<file path="config.mk">
export PLATFORM = sky130hd
export DESIGN_NAME = read_haplotype_classifier
export DESIGN_NICKNAME = d
export VERILOG_FILES = /design/src/rtl/rhc_pkg.sv /design/src/rtl/read_haplotype_classifier.sv
export SDC_FILE = /design/constraint.sdc
export NUM_CORES = 1
export LEC_CHECK = 0
export ABC_CLOCK_PERIOD_IN_PS = 12930
export BUFFER_PORTS_ARGS = -buffer_cell sky130_fd_sc_hd__buf_4
export CAP_MARGIN = 20
export CORE_MARGIN = 2
export CORE_UTILIZATION = 35
export CTS_CLUSTER_DIAMETER = 60
export DETAILED_ROUTE_END_ITERATION = 12
export MAX_ROUTING_LAYER = met4
export PLACE_DENSITY = 0.58
export SLEW_MARGIN = 15
export SYNTH_ARGS = -nofsm -noshare
export SYNTH_HDL_FRONTEND = slang
export SYNTH_SLANG_ARGS = --single-unit
</file>
<file path="constraint.sdc">
create_clock -name clock -period 12.93 [get_ports clock]
set_input_delay 2.586 -clock clock [delete_from_list [all_inputs] [get_ports clock]]
set_output_delay 2.586 -clock clock [all_outputs]
set_load 0.1 [all_outputs]
</file>
<file path="src/rtl/rhc_pkg.sv">
`timescale 1ns / 1ps
// Shared types and constants for the read haplotype classifier.
// No dependencies.
package rhc_pkg;

   localparam int DEFAULT_MAX_FLANK = 32;
   localparam int DEFAULT_RUN_BITS  = 16;

   localparam int CNT_BITS   = 16;
   localparam int FLANK_BITS = 6;
   localparam int MDIFF_BITS = 10;
   localparam int CSR_DATA_BITS  = 10;
   localparam int CSR_INDEX_BITS = 1;

   localparam logic [FLANK_BITS-1:0] FLANK_RESET = 6'd3;
   localparam logic [MDIFF_BITS-1:0] MDIFF_RESET = 10'd0;
   localparam logic [CNT_BITS-1:0]   CNT_MAX     = {CNT_BITS{1'b1}};

   localparam int REQ_DATA_BITS = 32;
   localparam int RSP_DATA_BITS = 56;

   localparam logic [CSR_INDEX_BITS-1:0] CSR_MIN_FLANK_RUN  = 1'd0;
   localparam logic [CSR_INDEX_BITS-1:0] CSR_MIN_DIFFERENCE = 1'd1;

   typedef enum logic [1:0] {
      HAP_FIRST  = 2'd0,
      HAP_SECOND = 2'd1,
      HAP_NONE   = 2'd2
   } hap_type;

endpackage

</file>
<file path="src/rtl/read_haplotype_classifier.sv">
`timescale 1ns / 1ps
// Read haplotype classifier: flank-qualified SNV voting over aligned read columns.
// Depends on rhc_pkg.
//
// Channel  Dir  Ports                                 Beat
// req      in   req_tvalid/tready/tdata/tlast         one alignment column, tlast = last column
// rsp      out  rsp_tvalid/tready/tdata               one call per read
// csr      in   csr_wen/csr_index/csr_wdata           one register write
//
// One column per cycle while req_tready is high; the pending-vote FIFO memory is read into a
// register in the cycle before use, with write-to-read forwarding, and pops at most one entry
// per column. A result enters the output register, or the skid register if that is full. A
// two-deep output buffer lets columns keep flowing while one result waits; req_tready drops
// only when both are held. Reset is synchronous; the FIFO memory needs no clearing pass.
module read_haplotype_classifier #(
   parameter int MAX_FLANK = rhc_pkg::DEFAULT_MAX_FLANK,
   parameter int RUN_BITS  = rhc_pkg::DEFAULT_RUN_BITS
) (
   input  logic                                clock,
   input  logic                                reset,
   input  logic                                req_tvalid,
   output logic                                req_tready,
   // [0] ref_gap, [1] read_gap, [9:2] read_base, [10] snv_present,
   // [18:11] snv_alt_base, [26:19] snv_ref_base, [27] alt_on_first
   input  logic [rhc_pkg::REQ_DATA_BITS-1:0]  req_tdata,
   input  logic                                req_tlast,
   output logic                                rsp_tvalid,
   input  logic                                rsp_tready,
   // [1:0] haplotype_call, [17:2] first_votes, [33:18] second_votes,
   // [49:34] neither_votes
   output logic [rhc_pkg::RSP_DATA_BITS-1:0]  rsp_tdata,
   input  logic                                csr_wen,
   input  logic [rhc_pkg::CSR_INDEX_BITS-1:0] csr_index,
   input  logic [rhc_pkg::CSR_DATA_BITS-1:0]  csr_wdata
);

   localparam int CB         = rhc_pkg::CNT_BITS;
   localparam int FB         = rhc_pkg::FLANK_BITS;
   localparam int PTR_BITS   = (MAX_FLANK > 1) ? $clog2(MAX_FLANK) : 1;
   localparam int FILL_BITS  = $clog2(MAX_FLANK + 1);
   localparam int STAMP_BITS = $clog2(MAX_FLANK + 128) + 1;
   localparam int ENTRY_BITS = STAMP_BITS + 2;
   localparam int FLANK_CAP  = (MAX_FLANK < 63) ? MAX_FLANK : 63;

   // configuration
   logic [FB-1:0]                  min_flank_ff;
   logic [rhc_pkg::MDIFF_BITS-1:0] min_diff_ff;

   always_ff @(posedge clock) begin
      if (reset) begin
         min_flank_ff <= rhc_pkg::FLANK_RESET;
         min_diff_ff  <= rhc_pkg::MDIFF_RESET;
      end else if (csr_wen) begin
         case (csr_index)
            rhc_pkg::CSR_MIN_FLANK_RUN:  min_flank_ff <= csr_wdata[FB-1:0];
            rhc_pkg::CSR_MIN_DIFFERENCE: min_diff_ff  <= csr_wdata[rhc_pkg::MDIFF_BITS-1:0];
            default: ;
         endcase
      end
   end

   // per-read state
   logic [RUN_BITS-1:0]   run_ff, run_in;
   logic [STAMP_BITS-1:0] stamp_ff, stamp_in;
   logic [PTR_BITS-1:0]   head_ff, head_in, tail_ff, tail_in;
   logic [FILL_BITS-1:0]  fill_ff, fill_in;
   logic [CB-1:0]         first_ff, first_in, second_ff, second_in, neither_ff, neither_in;

   // FIFO memory: {vote, deadline stamp}
   logic [ENTRY_BITS-1:0] fifo_mem [MAX_FLANK];
   logic [ENTRY_BITS-1:0] head_rd_ff;
   logic                  mem_we;
   logic [ENTRY_BITS-1:0] mem_wdata;

   // output buffer
   logic                           out_valid_ff, out_valid_in, skid_valid_ff, skid_valid_in;
   logic [rhc_pkg::RSP_DATA_BITS-1:0] out_data_ff, out_data_in, skid_data_ff, skid_data_in;

   logic                         accept, gapless, clear, pop, push_req, push_ok, imm_vote;
   logic [FB-1:0]                flank;
   logic [STAMP_BITS-1:0]        stamp_cur, stamp_diff;
   logic [FILL_BITS-1:0]         fill_after_pop;
   rhc_pkg::hap_type             new_vote, head_vote, call;
   logic [1:0]                   inc_first, inc_second, inc_neither;
   logic [rhc_pkg::RSP_DATA_BITS-1:0] result;

   logic       ref_gap, read_gap, snv_present, alt_on_first;
   logic [7:0] read_base, alt_base, ref_base;

   assign ref_gap      = req_tdata[0];
   assign read_gap     = req_tdata[1];
   assign read_base    = req_tdata[9:2];
   assign snv_present  = req_tdata[10];
   assign alt_base     = req_tdata[18:11];
   assign ref_base     = req_tdata[26:19];
   assign alt_on_first = req_tdata[27];

   function automatic logic [PTR_BITS-1:0] ptr_inc(input logic [PTR_BITS-1:0] p);
      ptr_inc = (p == PTR_BITS'(MAX_FLANK - 1)) ? '0 : p + 1'b1;
   endfunction

   function automatic logic [CB-1:0] sat_add(input logic [CB-1:0] c, input logic [1:0] d);
      logic [CB:0] s;
      s = {1'b0, c} + (CB + 1)'(d);
      sat_add = s[CB] ? rhc_pkg::CNT_MAX : s[CB-1:0];
   endfunction

   always_comb begin
      accept    = req_tvalid && req_tready;
      gapless   = !ref_gap && !read_gap;
      clear     = accept && req_tlast;
      flank     = (min_flank_ff > FB'(FLANK_CAP)) ? FB'(FLANK_CAP) : min_flank_ff;
      stamp_cur = stamp_ff + 1'b1;
      head_vote = rhc_pkg::hap_type'(head_rd_ff[ENTRY_BITS-1 -: 2]);
      stamp_diff = head_rd_ff[STAMP_BITS-1:0] - stamp_cur;

      pop = accept && gapless && (fill_ff != '0)
            && (stamp_diff[STAMP_BITS-1] || (stamp_diff == '0));
      fill_after_pop = fill_ff - FILL_BITS'(pop);

      if (read_base == alt_base)
         new_vote = alt_on_first ? rhc_pkg::HAP_FIRST : rhc_pkg::HAP_SECOND;
      else if (read_base == ref_base)
         new_vote = alt_on_first ? rhc_pkg::HAP_SECOND : rhc_pkg::HAP_FIRST;
      else
         new_vote = rhc_pkg::HAP_NONE;

      push_req = accept && gapless && snv_present && (run_ff >= RUN_BITS'(flank));
      imm_vote = push_req && (flank == '0);
      push_ok  = push_req && (flank != '0) && (fill_after_pop < FILL_BITS'(MAX_FLANK));

      mem_we    = push_ok && !req_tlast;
      mem_wdata = {new_vote, stamp_cur + STAMP_BITS'(flank)};

      inc_first   = {1'b0, pop && head_vote == rhc_pkg::HAP_FIRST}
                  + {1'b0, imm_vote && new_vote == rhc_pkg::HAP_FIRST};
      inc_second  = {1'b0, pop && head_vote == rhc_pkg::HAP_SECOND}
                  + {1'b0, imm_vote && new_vote == rhc_pkg::HAP_SECOND};
      inc_neither = {1'b0, pop && head_vote == rhc_pkg::HAP_NONE}
                  + {1'b0, imm_vote && new_vote == rhc_pkg::HAP_NONE};

      first_in   = sat_add(first_ff, inc_first);
      second_in  = sat_add(second_ff, inc_second);
      neither_in = sat_add(neither_ff, inc_neither);

      if ({1'b0, first_in} > {1'b0, second_in} + (CB + 1)'(min_diff_ff)
          && first_in > neither_in)
         call = rhc_pkg::HAP_FIRST;
      else if ({1'b0, second_in} > {1'b0, first_in} + (CB + 1)'(min_diff_ff)
               && second_in > neither_in)
         call = rhc_pkg::HAP_SECOND;
      else
         call = rhc_pkg::HAP_NONE;
      result = {6'd0, neither_in, second_in, first_in, call};

      run_in   = run_ff;
      stamp_in = stamp_ff;
      head_in  = head_ff;
      tail_in  = tail_ff;
      fill_in  = fill_ff;
      if (accept) begin
         if (!gapless) begin
            run_in  = '0;
            head_in = '0;
            tail_in = '0;
            fill_in = '0;
         end else begin
            run_in   = (run_ff == '1) ? run_ff : run_ff + 1'b1;
            stamp_in = stamp_cur;
            head_in  = pop ? ptr_inc(head_ff) : head_ff;
            tail_in  = push_ok ? ptr_inc(tail_ff) : tail_ff;
            fill_in  = fill_after_pop + FILL_BITS'(push_ok);
         end
      end
      if (clear) begin
         run_in     = '0;
         stamp_in   = '0;
         head_in    = '0;
         tail_in    = '0;
         fill_in    = '0;
         first_in   = '0;
         second_in  = '0;
         neither_in = '0;
      end else if (!accept) begin
         first_in   = first_ff;
         second_in  = second_ff;
         neither_in = neither_ff;
      end

      out_valid_in  = out_valid_ff;
      out_data_in   = out_data_ff;
      skid_valid_in = skid_valid_ff;
      skid_data_in  = skid_data_ff;
      if (out_valid_ff && rsp_tready) begin
         out_valid_in  = skid_valid_ff || clear;
         out_data_in   = skid_valid_ff ? skid_data_ff : result;
         skid_valid_in = 1'b0;
      end else if (clear) begin
         if (!out_valid_ff) begin
            out_valid_in = 1'b1;
            out_data_in  = result;
         end else begin
            skid_valid_in = 1'b1;
            skid_data_in  = result;
         end
      end
   end

   assign req_tready = !skid_valid_ff;
   assign rsp_tvalid = out_valid_ff;
   assign rsp_tdata  = out_data_ff;

   always_ff @(posedge clock) begin
      if (reset) begin
         run_ff        <= '0;
         stamp_ff      <= '0;
         head_ff       <= '0;
         tail_ff       <= '0;
         fill_ff       <= '0;
         first_ff      <= '0;
         second_ff     <= '0;
         neither_ff    <= '0;
         out_valid_ff  <= 1'b0;
         skid_valid_ff <= 1'b0;
      end else begin
         run_ff        <= run_in;
         stamp_ff      <= stamp_in;
         head_ff       <= head_in;
         tail_ff       <= tail_in;
         fill_ff       <= fill_in;
         first_ff      <= first_in;
         second_ff     <= second_in;
         neither_ff    <= neither_in;
         out_valid_ff  <= out_valid_in;
         skid_valid_ff <= skid_valid_in;
      end
   end

   always_ff @(posedge clock) begin
      out_data_ff  <= out_data_in;
      skid_data_ff <= skid_data_in;
   end

   // head entry is registered from the next head pointer; a write to the next head forwards
   always_ff @(posedge clock) begin
      if (mem_we)
         fifo_mem[tail_ff] <= mem_wdata;
      if (mem_we && (tail_ff == head_in))
         head_rd_ff <= mem_wdata;
      else
         head_rd_ff <= fifo_mem[head_in];
   end

endmodule

</file>
==> results of run 1 <==
-- worst reg2reg max path, delay by kind of cell (launching register included) --
family | cells | cell delay (ns)
xor+xnor | 2 | 0.46
simple gates | 10 | 2.48
mux | 4 | 1.57
flops | 1 | 0.72
buf+inv | 7 | 0.82
fa+ha+maj | 7 | 2.11
compound gates | 12 | 2.83
-- registers in the layout, summed over array words and instances (netlist names), 6 cells and up, named ones only --
name	flops
fifo_mem	352
fill_ff	6
first_ff	16
min_diff_ff	10
min_flank_ff	6
neither_ff	16
rsp_tdata	50
run_ff	16
second_ff	16
skid_data_ff	50
stamp_ff	9
-- kinds of logic after synthesis --
group / count (synthesis) / synth area share
compound gates: 307 / 0.07281
xor+xnor: 105 / 0.03475
fa+ha+maj: 127 / 0.06203
buf+inv: 178 / 0.02681
flops: 564 / 0.5976
mux: 133 / 0.1024
other cells: 1 / 0.0001417
simple gates: 573 / 0.1035
-- through the flow --
stage	std cells	cell area (µm²)	total power, µW	util
after global routing	3136	30480	4068	0.4081
after CTS	3118	30310	3978	0.4057
after global placement	3007	28430	2332	0.3806
after detailed placement	3010	28460	2339	0.3810
after floorplan	1993	26480	2247	-
final	3136	30480	3938	0.4081
-- per-layer routing --
layer	global-route usage	up-vias
met5	-	-
met4	0.04577	0
met3	0.02234	105
met2	0.2876	415
met1	0.2164	8312
li1	-	7722
-- where the power goes --
part,switching [µW],internal [µW]
Clock,717,919
Sequential,14.4,1990
Combinational,215,84.3
-- cells in the final DEF (no fill, tap or decap), drive strengths merged, types with 30 or more instances in the layout --
| cell | synthesis | layout |
|---|---|---|
| a21oi | 112 | 112 |
| buf | 30 | 151 |
| clkbuf | 55 | 71 |
| dfxtp | 112 | 112 |
| edfxtp | 452 | 452 |
| ha | 120 | 120 |
| inv | 93 | 96 |
| mux4 | 108 | 108 |
| nand2 | 145 | 145 |
| nand3 | 47 | 47 |
| nand4 | 30 | 30 |
| nor2 | 198 | 198 |
| o21ai | 62 | 62 |
| xnor2 | 56 | 56 |
| xor2 | 49 | 49 |
-- path summary, 6_finish.rpt --
kind | endpoint | depth (start not counted) | slack [ns] | start
setup / recovery | rsp_tdata[0] | 42 | 1.69 | flop
hold reg to reg | stamp_ff[1] | 2 | 0.49 | stamp_ff[1]
setup reg to reg | rsp_tdata[0] | 42 | 1.69 | flop
hold / removal | stamp_ff[1] | 2 | 0.49 | stamp_ff[1]
-- area by class of cell --
class / count / area [µm²]
clock buffer: 71 / 1521
fill: 6878 / 44210
clock inverter: 37 / 324.1
sequential: 564 / 15820
inverter: 93 / 349.1
timing repair buffer: 151 / 1195
multi-input combinational: 1251 / 10060
tap: 969 / 1212
==> results.md, run 1 <==
- Outcome: complete, no violations
- Transition at the pin with the smallest max-transition slack: 1.131 ns
- Primary flip-flop cell chosen by synthesis mapping: sky130_fd_sc_hd__edfxtp_1
- Initial Util: 0.3543
- Share of synthesized flip-flops with an asynchronous set or reset: 0
- CTS resizes: 0
- Total negative slack: 0 ns
- Buffers inserted during post-CTS setup optimization: 0
- Final setup viols: 0
- CTS tree: built
- Metal2 WL: 32,450 µm
- Layout overhead on the synthesized area: 15.20%
- Static Leakage: 0.01106 µW
- Ratio of routed vias to standard cells: 5.279
- Largest area contributor in the netlist: sky130_fd_sc_hd__edfxtp_1
- TritonCTS Buffers: 59
- Die Outline Area: 77,820 µm²
- GP Congestion: 0.8831
- Hold-fix buffers at CTS: 0
- IO buf count: 96
- Fraction of final layout cells sized beyond drive strength 1: 0.1823
- Final period utilization: 0.8691
- Total global routing track utilization: 0.1704
- Site Rows: 100
- Power density over cell area: 129.2 nW/µm²
- Net total in the final layout: 2,296
- Ranking of synthesized cells by instance count: sky130_fd_sc_hd__edfxtp_1, sky130_fd_sc_hd__nor2_1, sky130_fd_sc_hd__nand2_1
- Number of primary I/O pins: 107
- Combined area of all synthesized cells: 26,460 µm²
- Yosys warning count: 0
- Worst Hold Margin: 0.4859 ns
- Mean instance size in the synthesized netlist: 13.31 µm²
- Clock transition at the register clock pins on the worst setup and hold paths after CTS: 0.06 ns
- Most numerous cell on the critical path: sky130_fd_sc_hd__inv_1
- Unrepaired setup endpoints after global routing: false
- Cell with the most instances after synthesis: sky130_fd_sc_hd__edfxtp_1
- Met1 wire length: 28,160 µm
- CP Capture Type: flop
- Clock H-tree levels: 2
- Largest voltage drop on the vdd net: 0.1590 mV
- Placed wire-length estimate after detailed placement: 44,600 µm
- Drt pass-1 iters: 5
- Setup WS post-layout: 1.693 ns
- Pin count of the biggest net entering global routing: 72
- Vias in the first global route: 16,480
- Standard cell core area: 74,700 µm²
- Total routed wirelength: 65,310 µm
- Proportion of synthesized chip area in sequential cells: 0.5976
- Fin Clk Skew: 0.03292 ns
- Die height: 279.0 µm
- Initial DRC Count: 1,023
- Data arrival time of the critical path: 11.63 ns
- Clk root buf: sky130_fd_sc_hd__clkbuf_16
- CP delay by family, top: compound AO/OA/AOI/OAI gates
- Number of antenna-violating nets in the routed design: 0
- Global-route congestion overflow total: 0
- Critical path required time: 13.32 ns
- CP Launch Type: flop
- Final slew viol count: 0
- N_diodes: 0
- Global-route wire length before repair: 98,350 µm
- Clock sinks: 564
- Clock latency on the worst-skew pair: 0.64 ns
- Maximum single-stage delay on the critical path: 0.72 ns
- Vias after detailed routing: 16,550
- Crit path max fanout: 30
- Share of the synthesized area in the top cell type: 0.5129
- Final Hold Viols: 0
- Worst slew margin: 0.2434
- Critical-path top delay cell: sky130_fd_sc_hd__dfxtp_4
- Achievable Freq: 0.08899 GHz
- Max clock buf depth: 3
- Top cells by area, synth: sky130_fd_sc_hd__edfxtp_1, sky130_fd_sc_hd__mux4_2, sky130_fd_sc_hd__dfxtp_1
- # Max-Cap Violations: 0
- Number of library cell types mapped by synthesis: 78
- Crit path buffers/inverters: 7
- Die width: 279.0 µm
- Initial antenna violation count: 1
- Average routed wire per standard cell: 20.83 µm
- Highest metal layer with signal wires: met4
- Final min period: 11.24 ns
- Crit Path Category: flop to flop
- Count of unresolved DRC violations after routing: 0
- Met3 layer wire length in the routed design: 3071 µm
- Number of flops mapped to enable cells by yosys: 452
- Number of standard cells after synthesis: 1,988
- Setup slack after placement: 1.310 ns
- Register bit total from synthesis: 564
- Worst Hold Class: flop to flop
Note: power is estimated with default switching activity, not from simulation.
==> inputs of run 2 (changes only) <==
Settings changed: PLACE_DENSITY 0.58 to not set, PLACE_DENSITY_LB_ADDON set to 0.1.
==> results.md, run 2 (synthesized netlist as in run 1, its figures left out) <==
- CTS tree: built
- Site Rows: 100 (unchanged)
- Largest voltage drop on the vdd net: 0.1055 mV (-34%)
- Fraction of final layout cells sized beyond drive strength 1: 0.1956 (+0.01327)
- Total negative slack: 0 ns (unchanged)
- Clock H-tree levels: 3 (+1)
- Total routed wirelength: 68,750 µm (+5.3%)
- Standard cell core area: 74,700 µm² (unchanged)
- Total global routing track utilization: 0.1833 (+0.01295)
- Final Hold Viols: 0 (unchanged)
- Number of antenna-violating nets in the routed design: 0 (unchanged)
- Number of primary I/O pins: 107 (unchanged)
- Unrepaired setup endpoints after global routing: false
- Most frequent cells in the layout: sky130_fd_sc_hd__edfxtp_1, sky130_fd_sc_hd__nor2_1, sky130_fd_sc_hd__buf_4, sky130_fd_sc_hd__nand2_1, sky130_fd_sc_hd__ha_1
- Data arrival time of the critical path: 11.86 ns (+0.23 ns)
- Critical hold path startpoint: neither_ff[12]
- Count of unresolved DRC violations after routing: 0 (unchanged)
- Clock latency on the worst-skew pair: 0.62 ns (-0.02 ns)
- Non-filler instance count after layout: 3,173 (+1.2%)
- Global-route congestion overflow total: 0 (unchanged)
- Ratio of routed vias to standard cells: 5.227 (-0.98%)
- Net total in the final layout: 2,324 (+1.2%)
- Crit Path Category: flop to flop
- Clock sinks: 564 (unchanged)
- Static Leakage: 0.01139 µW (+2.9%)
- Layout overhead on the synthesized area: 17.48%
- CP Launch Type: flop
- Die width: 279.0 µm (unchanged)
- Die Outline Area: 77,820 µm² (unchanged)
- Crit path max fanout: 42 (+40%)
- Reg with most FFs: fifo_mem
- Average routed wire per standard cell: 21.67 µm (+4.0%)
- Initial antenna violation count: 3 (+2)
- Hold Path End: neither_ff[12]
- Pin count of the biggest net entering global routing: 72 (unchanged)
- Clk root buf: sky130_fd_sc_hd__clkbuf_16
- Most common cell after layout, fill and taps aside: sky130_fd_sc_hd__edfxtp_1
- Transition at the pin with the smallest max-transition slack: 1.007 ns (-0.1234 ns)
- GP Congestion: 0.8553 (-3.1%)
- Max clock buf depth: 3 (unchanged)
- Depth of the worst register-to-register path: 40 (-4.8%)
- Maximum single-stage delay on the critical path: 0.96 ns (+0.24 ns)
- Largest register FFs: 352 (unchanged)
- Clock transition at the register clock pins on the worst setup and hold paths after CTS: 0.06 ns (about the same)
- Worst Hold Class: flop to flop
- CP Capture Type: flop
- Hold-fix buffers at CTS: 0 (unchanged)
- Final slew viol count: 0 (unchanged)
- Endpoint of the lowest-slack register-to-register path: rsp_tdata[0]
- Vias in the first global route: 16,720 (+1.4%)
- Fin Clk Skew: 0.02567 ns (-0.007243 ns)
- Critical path required time: 13.30 ns (-0.02 ns)
- Worst reg-to-reg setup slack: 1.44 ns (-0.25 ns)
- Final period utilization: 0.8887 (+0.01963)
- IO buf count: 96 (unchanged)
- Final min period: 11.49 ns (+0.2539 ns)
- # Max-Cap Violations: 0 (unchanged)
- Count of placed standard cells including taps: 3,039 (+0.96%)
- Critical-path top delay cell: sky130_fd_sc_hd__dfxtp_4
- Buffers inserted during post-CTS setup optimization: 0 (unchanged)
- N_diodes: 0 (unchanged)
- Initial Util: 0.3543 (unchanged)
- Initial DRC Count: 1,127 (+10%)
- Die height: 279.0 µm (unchanged)
- Power density over cell area: 137.3 nW/µm² (+6.3%)
- TritonCTS Buffers: 70 (+19%)
- Number of cells on the worst hold path: 2 (unchanged)
- Vias after detailed routing: 16,590 (+0.19%)
- Worst slew margin: 0.3213 (+0.07793)
- Outcome: complete, no violations
- Drt pass-1 iters: 5 (unchanged)
- Global-route wire length before repair: 103,900 µm (+5.6%)
- Final setup viols: 0 (unchanged)
- Achievable Freq: 0.08702 GHz (-2.2%)
- CTS resizes: 0 (unchanged)
- Placed wire-length estimate after detailed placement: 47,070 µm (+5.5%)
==> run 2: cell types whose count changed in the layout (fill, tap and decap cells not counted), sizes merged <==
cell,before,now
clkbuf,71,94
buf,151,167
clkinv,28,20
bufinv,4,6
clkinvlp,2,4
inv,96,98
==> run 2: final cells by class <==
cell class | instances | area, µm²
repair buffers | 168 | 1334
well taps | 969 | 1212
flip-flops and latches | 564 | 15820
fillers | 6907 | 43610
inverters | 93 | 349.1
multi-input cells | 1251 | 10060
clock inverters | 35 | 414.1
clock buffers | 93 | 1899
==> run 2: worst max-delay path, delay by kind of cell, from the launching register on <==
family,cells,cell delay [ns]
AOI/OAI and AO/OA,12,3.01
and+or+nand+nor,10,2.54
adders and majority gates,6,1.83
muxes,4,1.62
DFF,1,0.96
buffers and inverters,6,0.79
xor gates and xnor gates,2,0.42
==> run 2: how the worst max path moves through the flow <==
stage	cells after the start	start	to	slack, ns
floorplan	46	flop	rsp_tdata[0]	2.78
global placement	37	req_tdata[0]	rsp_tdata[0]	1.05
detailed placement	37	req_tdata[0]	rsp_tdata[0]	1.00
CTS	40	flop	rsp_tdata[0]	1.31
global route	40	flop	rsp_tdata[0]	0.37
finish	40	flop	rsp_tdata[0]	1.44
==> run 2: layer usage <==
layer | vias up | wire (µm) | GRT usage
li1 | 7808 | - | -
met1 | 8326 | 29930 | 0.2278
met2 | 341 | 34430 | 0.3103
met3 | 110 | 2611 | 0.02770
met4 | 0 | 1777 | 0.05376
met5 | - | 0 | -
==> run 2: power breakdown <==
part           internal (µW)  leakage (µW)  switching [µW]
clock network           1170       0.00111             787
logic                   90.9       0.00496             219
registers               1990       0.00532            14.1
==> run 2: through the flow <==
step | hold slack (ns) | utilization | cell area (µm²) | total power, µW | setup slack (ns)
2_1_floorplan | 0.4489 | - | 26480 | 2247 | 2.783
3_3_place_gp | 0.4642 | 0.3830 | 28610 | 2338 | 1.052
3_5_place_dp | 0.4724 | 0.3837 | 28660 | 2343 | 1.000
4_1_cts | 0.4788 | 0.4146 | 30970 | 4311 | 1.309
5_1_grt | 0.5003 | 0.4162 | 31090 | 4411 | 0.3668
6_report | 0.4795 | 0.4162 | 31090 | 4268 | 1.439
